--- config.mk ---
export PLATFORM = sky130hd
export DESIGN_NAME = latency_stats_histogram_top
export DESIGN_NICKNAME = d
export VERILOG_FILES = /design/src/design/lsh_pkg.sv /design/src/design/latency_stats_histogram_top.sv /design/src/design/lsh_mem.sv /design/src/design/lsh_divider.sv
export SDC_FILE = /design/constraint.sdc
export NUM_CORES = 2
export LEC_CHECK = 0
export BUFFER_PORTS_ARGS = -buffer_cell sky130_fd_sc_hd__buf_4
export CORE_MARGIN = 5
export CORE_UTILIZATION = 45
export DETAILED_ROUTE_END_ITERATION = 8
export PLACE_DENSITY = 0.57
export SLEW_MARGIN = 30
export SYNTH_ARGS = -nofsm -noshare
export SYNTH_HDL_FRONTEND = slang
export SYNTH_HIERARCHICAL = 1
export SYNTH_SLANG_ARGS = --single-unit
--- constraint.sdc ---
create_clock -name clock -period 18.98 [get_ports clock]
set_clock_uncertainty 0.05 [all_clocks]
set_input_delay 3.796 -clock clock [delete_from_list [all_inputs] [get_ports clock]]
set_output_delay 3.796 -clock clock [all_outputs]
set_load 0.02 [all_outputs]
--- src/design/lsh_pkg.sv ---
package lsh_pkg;

   localparam int COUNT_W      = 32;
   localparam int TOTAL_W      = 48;
   localparam int SAMPLE_W     = 32;
   localparam int THRESH_W     = 36;
   localparam int CAT_W        = 3;
   localparam int BIN_W        = 3;
   localparam int BINS_PER_CAT = 7;
   localparam int NUM_THRESH   = 5;
   localparam int STEP_W       = 3;

   localparam logic             MODE_ADD   = 1'b0;
   localparam logic             MODE_CLEAR = 1'b1;
   localparam logic [BIN_W-1:0] TOP_BIN    = 3'd6;
   localparam logic [BIN_W-1:0] BIN_ABOVE  = 3'd1;
   localparam logic [BIN_W-1:0] BIN_BELOW  = 3'd0;

   typedef struct packed {
      logic [COUNT_W-1:0]  count;
      logic [TOTAL_W-1:0]  total;
      logic [SAMPLE_W-1:0] max;
   } rec_type;

   // scale factors in tenths, largest first
   function automatic logic [3:0] thresh_k(input logic [STEP_W-1:0] step);
      logic [3:0] k;
      case (step)
         3'd0:    k = 4'd15;
         3'd1:    k = 4'd14;
         3'd2:    k = 4'd13;
         3'd3:    k = 4'd12;
         3'd4:    k = 4'd11;
         default: k = 4'd10;
      endcase
      return k;
   endfunction

endpackage

--- src/design/latency_stats_histogram_top.sv ---
// Add transfer: the record is read and updated, the one-bit-per-cycle divider forms the
// average, a threshold scan picks the bin, then the bin count is read and written back.
// Clear and out-of-range transfers go straight to the result. One item in flight; the next
// req is taken as soon as the result is in the output register, even if rsp is stalled.
// Synchronous active-high reset; all statistics read as zero after reset or a clear.
module latency_stats_histogram_top
   import lsh_pkg::*;
#(
   parameter int NUM_CATEGORIES = 5
) (
   input  logic                clock,
   input  logic                reset,
   input  logic                req_valid,
   output logic                req_ready,
   input  logic                req_mode,
   input  logic [CAT_W-1:0]    req_category,
   input  logic [SAMPLE_W-1:0] req_sample_ticks,
   output logic                rsp_valid,
   input  logic                rsp_ready,
   output logic                rsp_accepted,
   output logic [BIN_W-1:0]    rsp_bin,
   output logic [SAMPLE_W-1:0] rsp_average,
   output logic [SAMPLE_W-1:0] rsp_maximum,
   output logic [COUNT_W-1:0]  rsp_sample_count,
   output logic [COUNT_W-1:0]  rsp_bin_count
);

   localparam int CAT_AW    = (NUM_CATEGORIES > 1) ? $clog2(NUM_CATEGORIES) : 1;
   localparam int BIN_DEPTH = NUM_CATEGORIES * BINS_PER_CAT;
   localparam int BIN_AW    = $clog2(BIN_DEPTH);
   localparam int REC_W     = $bits(rec_type);

   typedef enum logic [2:0] {
      ST_IDLE,
      ST_REC_WAIT,
      ST_DIV,
      ST_BIN,
      ST_BIN_RD,
      ST_BIN_WAIT,
      ST_RESULT
   } state_type;

   state_type           state_ff;
   logic [CAT_W-1:0]    cat_ff;
   logic [SAMPLE_W-1:0] sample_ff;
   logic                acc_ff;
   logic [COUNT_W-1:0]  count_ff;
   logic [SAMPLE_W-1:0] max_ff;
   logic [SAMPLE_W-1:0] avg_ff;
   logic [STEP_W-1:0]   step_ff;
   logic [BIN_W-1:0]    bin_ff;
   logic [COUNT_W-1:0]  bin_count_ff;

   logic                rsp_valid_ff;
   logic                rsp_accepted_ff;
   logic [BIN_W-1:0]    rsp_bin_ff;
   logic [SAMPLE_W-1:0] rsp_average_ff;
   logic [SAMPLE_W-1:0] rsp_maximum_ff;
   logic [COUNT_W-1:0]  rsp_sample_count_ff;
   logic [COUNT_W-1:0]  rsp_bin_count_ff;

   logic                req_xfer;
   logic                in_range;
   logic                clear;
   rec_type             rec_rd;
   rec_type             rec_in;
   logic [REC_W-1:0]    rec_rd_bits;
   logic [TOTAL_W:0]    total_sum;
   logic [COUNT_W-1:0]  bin_rd;
   logic [COUNT_W-1:0]  bin_count_in;
   logic [5:0]          bin_addr_wide;
   logic [BIN_AW-1:0]   bin_addr;
   logic                div_start;
   logic                div_done;
   logic [SAMPLE_W-1:0] div_quot;
   logic [THRESH_W-1:0] thresh;
   logic [THRESH_W-1:0] limit;
   logic                hit;
   logic                out_free;

   assign req_ready = (state_ff == ST_IDLE);
   assign req_xfer  = req_valid && req_ready;
   assign in_range  = {1'b0, req_category} < (CAT_W + 1)'(NUM_CATEGORIES);
   assign clear     = req_xfer && (req_mode == MODE_CLEAR);
   assign out_free  = !rsp_valid_ff || rsp_ready;

   assign rec_rd = rec_type'(rec_rd_bits);

   always_comb begin
      total_sum    = {1'b0, rec_rd.total} + (TOTAL_W + 1)'(sample_ff);
      rec_in.count = (&rec_rd.count) ? rec_rd.count : rec_rd.count + COUNT_W'(1);
      rec_in.max   = (sample_ff > rec_rd.max) ? sample_ff : rec_rd.max;
      rec_in.total = total_sum[TOTAL_W] ? '1 : total_sum[TOTAL_W-1:0];
   end

   assign div_start = (state_ff == ST_REC_WAIT);

   // sample >= floor(avg*k/10)  <=>  avg*k <= 10*sample + 9
   assign thresh = THRESH_W'(avg_ff) * THRESH_W'(thresh_k(step_ff));
   assign limit  = (THRESH_W'(sample_ff) << 3) + (THRESH_W'(sample_ff) << 1)
                   + THRESH_W'(9);
   assign hit    = (thresh <= limit);

   assign bin_addr_wide = (6'(cat_ff) << 3) - 6'(cat_ff) + 6'(bin_ff);
   assign bin_addr      = bin_addr_wide[BIN_AW-1:0];
   assign bin_count_in  = (&bin_rd) ? bin_rd : bin_rd + COUNT_W'(1);

   lsh_mem #(
      .WIDTH (REC_W),
      .DEPTH (NUM_CATEGORIES)
   ) u_rec_mem (
      .clock   (clock),
      .reset   (reset),
      .clear   (clear),
      .wr_en   (state_ff == ST_REC_WAIT),
      .wr_addr (cat_ff[CAT_AW-1:0]),
      .wr_data (REC_W'(rec_in)),
      .rd_en   (req_xfer),
      .rd_addr (req_category[CAT_AW-1:0]),
      .rd_data (rec_rd_bits)
   );

   lsh_mem #(
      .WIDTH (COUNT_W),
      .DEPTH (BIN_DEPTH)
   ) u_bin_mem (
      .clock   (clock),
      .reset   (reset),
      .clear   (clear),
      .wr_en   (state_ff == ST_BIN_WAIT),
      .wr_addr (bin_addr),
      .wr_data (bin_count_in),
      .rd_en   (state_ff == ST_BIN_RD),
      .rd_addr (bin_addr),
      .rd_data (bin_rd)
   );

   lsh_divider u_divider (
      .clock    (clock),
      .reset    (reset),
      .start    (div_start),
      .dividend (rec_in.total),
      .divisor  (rec_in.count),
      .done     (div_done),
      .quotient (div_quot)
   );

   always_ff @(posedge clock) begin
      if (reset) begin
         state_ff     <= ST_IDLE;
         rsp_valid_ff <= 1'b0;
      end else begin
         if (rsp_valid_ff && rsp_ready && (state_ff != ST_RESULT)) begin
            rsp_valid_ff <= 1'b0;
         end
         case (state_ff)
            ST_IDLE: begin
               if (req_xfer) begin
                  cat_ff       <= req_category;
                  sample_ff    <= req_sample_ticks;
                  acc_ff       <= (req_mode == MODE_CLEAR) || in_range;
                  bin_ff       <= BIN_BELOW;
                  avg_ff       <= '0;
                  max_ff       <= '0;
                  count_ff     <= '0;
                  bin_count_ff <= '0;
                  if (req_mode == MODE_ADD && in_range) begin
                     state_ff <= ST_REC_WAIT;
                  end else begin
                     state_ff <= ST_RESULT;
                  end
               end
            end
            ST_REC_WAIT: begin
               count_ff <= rec_in.count;
               max_ff   <= rec_in.max;
               state_ff <= ST_DIV;
            end
            ST_DIV: begin
               if (div_done) begin
                  avg_ff   <= div_quot;
                  step_ff  <= '0;
                  state_ff <= ST_BIN;
               end
            end
            ST_BIN: begin
               if (hit) begin
                  bin_ff   <= TOP_BIN - BIN_W'(step_ff);
                  state_ff <= ST_BIN_RD;
               end else if (step_ff == STEP_W'(NUM_THRESH - 1)) begin
                  bin_ff   <= (sample_ff > avg_ff) ? BIN_ABOVE : BIN_BELOW;
                  state_ff <= ST_BIN_RD;
               end else begin
                  step_ff <= step_ff + STEP_W'(1);
               end
            end
            ST_BIN_RD: begin
               state_ff <= ST_BIN_WAIT;
            end
            ST_BIN_WAIT: begin
               bin_count_ff <= bin_count_in;
               state_ff     <= ST_RESULT;
            end
            ST_RESULT: begin
               if (out_free) begin
                  rsp_valid_ff        <= 1'b1;
                  rsp_accepted_ff     <= acc_ff;
                  rsp_bin_ff          <= bin_ff;
                  rsp_average_ff      <= avg_ff;
                  rsp_maximum_ff      <= max_ff;
                  rsp_sample_count_ff <= count_ff;
                  rsp_bin_count_ff    <= bin_count_ff;
                  state_ff            <= ST_IDLE;
               end
            end
            default: begin
               state_ff <= ST_IDLE;
            end
         endcase
      end
   end

   assign rsp_valid        = rsp_valid_ff;
   assign rsp_accepted     = rsp_accepted_ff;
   assign rsp_bin          = rsp_bin_ff;
   assign rsp_average      = rsp_average_ff;
   assign rsp_maximum      = rsp_maximum_ff;
   assign rsp_sample_count = rsp_sample_count_ff;
   assign rsp_bin_count    = rsp_bin_count_ff;

endmodule

--- src/design/lsh_mem.sv ---
module lsh_mem #(
   parameter int  WIDTH = 32,
   parameter int  DEPTH = 8,
   localparam int AW    = (DEPTH > 1) ? $clog2(DEPTH) : 1
) (
   input  logic             clock,
   input  logic             reset,
   input  logic             clear,
   input  logic             wr_en,
   input  logic [AW-1:0]    wr_addr,
   input  logic [WIDTH-1:0] wr_data,
   input  logic             rd_en,
   input  logic [AW-1:0]    rd_addr,
   output logic [WIDTH-1:0] rd_data
);

   logic [WIDTH-1:0] mem [DEPTH];
   logic [DEPTH-1:0] valid_ff;
   logic [WIDTH-1:0] rd_raw_ff;
   logic             rd_hit_ff;

   // entries never written since reset or clear read as zero
   always_ff @(posedge clock) begin
      if (reset || clear) begin
         valid_ff <= '0;
      end else if (wr_en) begin
         valid_ff[wr_addr] <= 1'b1;
      end
   end

   always_ff @(posedge clock) begin
      if (wr_en) begin
         mem[wr_addr] <= wr_data;
      end
   end

   always_ff @(posedge clock) begin
      if (rd_en) begin
         rd_raw_ff <= mem[rd_addr];
         rd_hit_ff <= valid_ff[rd_addr];
      end
   end

   assign rd_data = rd_hit_ff ? rd_raw_ff : '0;

endmodule

--- src/design/lsh_divider.sv ---
module lsh_divider
   import lsh_pkg::*;
(
   input  logic                clock,
   input  logic                reset,
   input  logic                start,
   input  logic [TOTAL_W-1:0]  dividend,
   input  logic [COUNT_W-1:0]  divisor,
   output logic                done,
   output logic [SAMPLE_W-1:0] quotient
);

   localparam int DSTEP_W = $clog2(TOTAL_W);

   logic               busy_ff;
   logic               done_ff;
   logic [DSTEP_W-1:0] step_ff;
   logic [TOTAL_W-1:0] dq_ff;
   logic [COUNT_W-1:0] rem_ff;
   logic [COUNT_W-1:0] div_ff;

   logic [COUNT_W:0]   rem_sh;
   logic [COUNT_W+1:0] diff;
   logic               ge;
   logic [COUNT_W-1:0] rem_in;

   // restoring division, one quotient bit per cycle
   assign rem_sh = {rem_ff, dq_ff[TOTAL_W-1]};
   assign diff   = {1'b0, rem_sh} - {2'b00, div_ff};
   assign ge     = ~diff[COUNT_W+1];
   assign rem_in = ge ? diff[COUNT_W-1:0] : rem_sh[COUNT_W-1:0];

   always_ff @(posedge clock) begin
      if (reset) begin
         busy_ff <= 1'b0;
         done_ff <= 1'b0;
         step_ff <= '0;
      end else begin
         done_ff <= 1'b0;
         if (start) begin
            busy_ff <= 1'b1;
            step_ff <= '0;
         end else if (busy_ff) begin
            step_ff <= step_ff + DSTEP_W'(1);
            if (step_ff == DSTEP_W'(TOTAL_W - 1)) begin
               busy_ff <= 1'b0;
               done_ff <= 1'b1;
            end
         end
      end
   end

   always_ff @(posedge clock) begin
      if (start) begin
         dq_ff  <= dividend;
         rem_ff <= '0;
         div_ff <= divisor;
      end else if (busy_ff) begin
         dq_ff  <= {dq_ff[TOTAL_W-2:0], ge};
         rem_ff <= rem_in;
      end
   end

   assign done     = done_ff;
   assign quotient = (|dq_ff[TOTAL_W-1:SAMPLE_W]) ? '1 : dq_ff[SAMPLE_W-1:0];

endmodule

==> out/qor.csv <==
metric,value,unit
outcome,"finished, final reports clean",
Total Negative Setup Slacks,0,ns
"Slowest-stage cell, CP",o22ai_1,
post-route minimum period,8.44,ns
CP most frequent cell,ha_1,
ANT nets after route,0,
post-synth cell types,99,
die height,488,um
Final nets,7449,
num ports,174,
crit-path max FO,32,
Crit path required time,19.40,ns
"FF+latch count, synth",2292,
worst-margin pin slew,1.05,ns
Post-Route WL,281000,um
CTS tree,done,
LEAKAGE,41.8,nW
power density cells,140,nW/um^2
RR Startpoint,step_ff[0],
CP startpoint,step_ff[0],
# port buffers,173,
Synth Warn #,6,
global-route wire length before repair,407000,um
Total GRT Usage,23.2,%
Starting DRT DRC Count,4768,
pin count of the biggest net entering global routing,139,
Mapped Area,103000,sq um
Power Total,16.2,mW
Clock transition at path regs,0.06,ns
fin area,116000,sq um
Max-Cap Viols,0,
Max Root-Sink Buffers,3,
initial core utilization,45.2,%
post-cts resize count,0,
WP data arrival,8.86,ns
Post-Syn Area per Cell,15.0,sq um
total CTS buffers,235,
Syn-to-layout area delta,12.8,%
Routed wire per std cell,27.3,um
vias,59211,
CTS root buf,clkbuf_16,
DRC viols,0,
vias in the first global route,58630,
Setup CP Type,reg -> reg,
Syn Inst Count,6833,
core area,227000,sq um
startpoint types,flip-flop,
"Slew Viols, Final",0,
top_reg_cell synth,edfxtp_1,
RePlAce Congestion,0.856,
htree depth,4,
Via density,5.76,
Final setup viols,0,
postcts setup bufs,0,
share of cells above drive strength 1,16.1,%
post-DP HPWL,168000,um
non-filler instance count after layout,10288,
Hold Path Class,reg -> reg,
site row count,175,
Placed Cells,9842,
"Cell Area, Placed",108000,sq um
die area,238000,sq um
Synth Net Count,7211,
drt first pass iters,5,
RSZ-0062 raised after global routing,no,
sequential area share after synthesis,66.2,%
Congestion Overflow GR,0,
asr flop ratio synth,0,%
clock sinks,2292,
die width,488,um
Worst VDD drop,0.0936,mV
Fmax,118,MHz
Worst slew margin,29.9,%
Final Cycle Share,44.5,%
Worst path max stage delay,0.64,ns
hold_buf cts,0,
"EDFF count, synth",2208,
Hold Startpoint,max_ff[13],
antenna violations before repair,10,
Fin. Hold Viols,0,
worst skew pair latency,0.90,ns
final core utilization,51.0,%
CP endpoint kind,flip-flop,
[cell usage in the layout, fill, tap and decap left out, drive strengths merged, types with 42 or more instances in the layout]
cell    instances
fa             64
edfxtp       2208
clkbuf        290
buf           339
clkinv        109
mux2i         671
ha            274
o21ai         175
nand3          86
inv           329
nor2          194
a221oi        180
a211oi        147
or2            42
a21oi         278
xor2           72
xnor2         107
a21o           78
dfxtp          84
nor2b         137
nand4          56
a22o           64
a22oi         130
nand2         347
mux2           56
o21a           68
and2          267
[layer usage]
layer	vias up	global-route usage [%]	part of all wire (%)
met5	-	0	0.0046
met4	2	8.03	3.5
met3	399	3.08	4.8
met2	1580	38.8	49
met1	30590	31.5	43
li1	26640	-	-
[critical path, delay by kind of cell (launching register included)]
family,cells,cell delay (ns)
xor+xnor,1,0.14
fa+ha+maj,6,2.10
simple gates,6,1.51
flops,1,0.46
buf+inv,2,0.29
compound gates,11,3.50
[synthesized netlist by cell type (137+ instances only)]
cell type / n / area share, %
clkbuf_1: 174 / 0.64
mux2i_1: 671 / 6.5
inv_1: 325 / 1.2
nor2b_1: 137 / 0.83
a21oi_1: 277 / 1.3
ha_1: 274 / 3.3
and2_1: 263 / 1.6
edfxtp_1: 2208 / 65
o21ai_0: 164 / 0.80
nand2_1: 347 / 1.3
a221oi_2: 153 / 2.2
nor2_1: 192 / 0.70
[logic make-up (layout without fill, tap and decap cells)]
logic type               count (synthesis)  in the layout  synth area share (%)
multiplexers                           735            735                  7.33
XOR/XNOR                               179            179                  1.53
adder cells (fa/ha/maj)                338            338                  4.59
AND/OR/NAND/NOR                       1302           1302                  6.58
flip-flops                            2292           2292                  66.2
AO/OA/AOI/OAI                         1323           1323                  10.6
buffers and inverters                  664           1106                  3.21
other                                    0              4                     0
[final timing paths]
| path | end | slack [ns] | cells past startpoint |
|---|---|---|---|
| worst max-delay path | bin_ff[1] | 10.54 | 26 |
| worst min register to register | rsp_maximum[13] | 0.37 | 0 |
| worst max register to register | bin_ff[1] | 10.54 | 26 |
| worst min-delay path | rsp_maximum[13] | 0.37 | 0 |
[layout make-up]
| type | count | area (sq um) |
|---|---|---|
| Clock inverter | 151 | 1880 |
| Multi-Input combinational cell | 3877 | 32100 |
| Inverter | 326 | 1240 |
| Fill cell | 19094 | 111000 |
| Clock buffer | 290 | 6170 |
| Tap cell | 3009 | 3760 |
| Sequential cell | 2292 | 68000 |
| Timing Repair Buffer | 339 | 2730 |
| Antenna cell | 4 | 10.0 |
[power breakdown]
group	internal, mW	total (mW)	switching (mW)
sequential	6.33	6.51	0.184
clock	2.77	4.76	2.00
combinational	1.73	4.92	3.18
total	10.8	16.2	5.36
[registers in the layout (all words and copies together), names as in the netlist, 5 cells and up]
register	count
u_rec_mem/mem	560
u_bin_mem/valid_ff	35
u_divider/step_ff	6
rsp_average	32
u_rec_mem/valid_ff	5
u_bin_mem/rd_raw_ff	32
u_divider/dq_ff	48
avg_ff	32
rsp_sample_count	32
count_ff	32
u_bin_mem/mem	1120
rsp_bin_count	32
sample_ff	32
u_divider/rem_ff	32
rsp_maximum	32
u_divider/div_ff	32
u_rec_mem/rd_raw_ff	112
max_ff	32
bin_count_ff	32
[metrics by stage]
step	hold slack [ns]	setup WS (ns)
floorplan	0.350	5.20
global placement	0.351	10.71
detailed placement	0.355	10.58
CTS	0.367	10.54
global route	0.373	10.0
finish	0.367	10.54
Power figures use the tool's default switching activity.
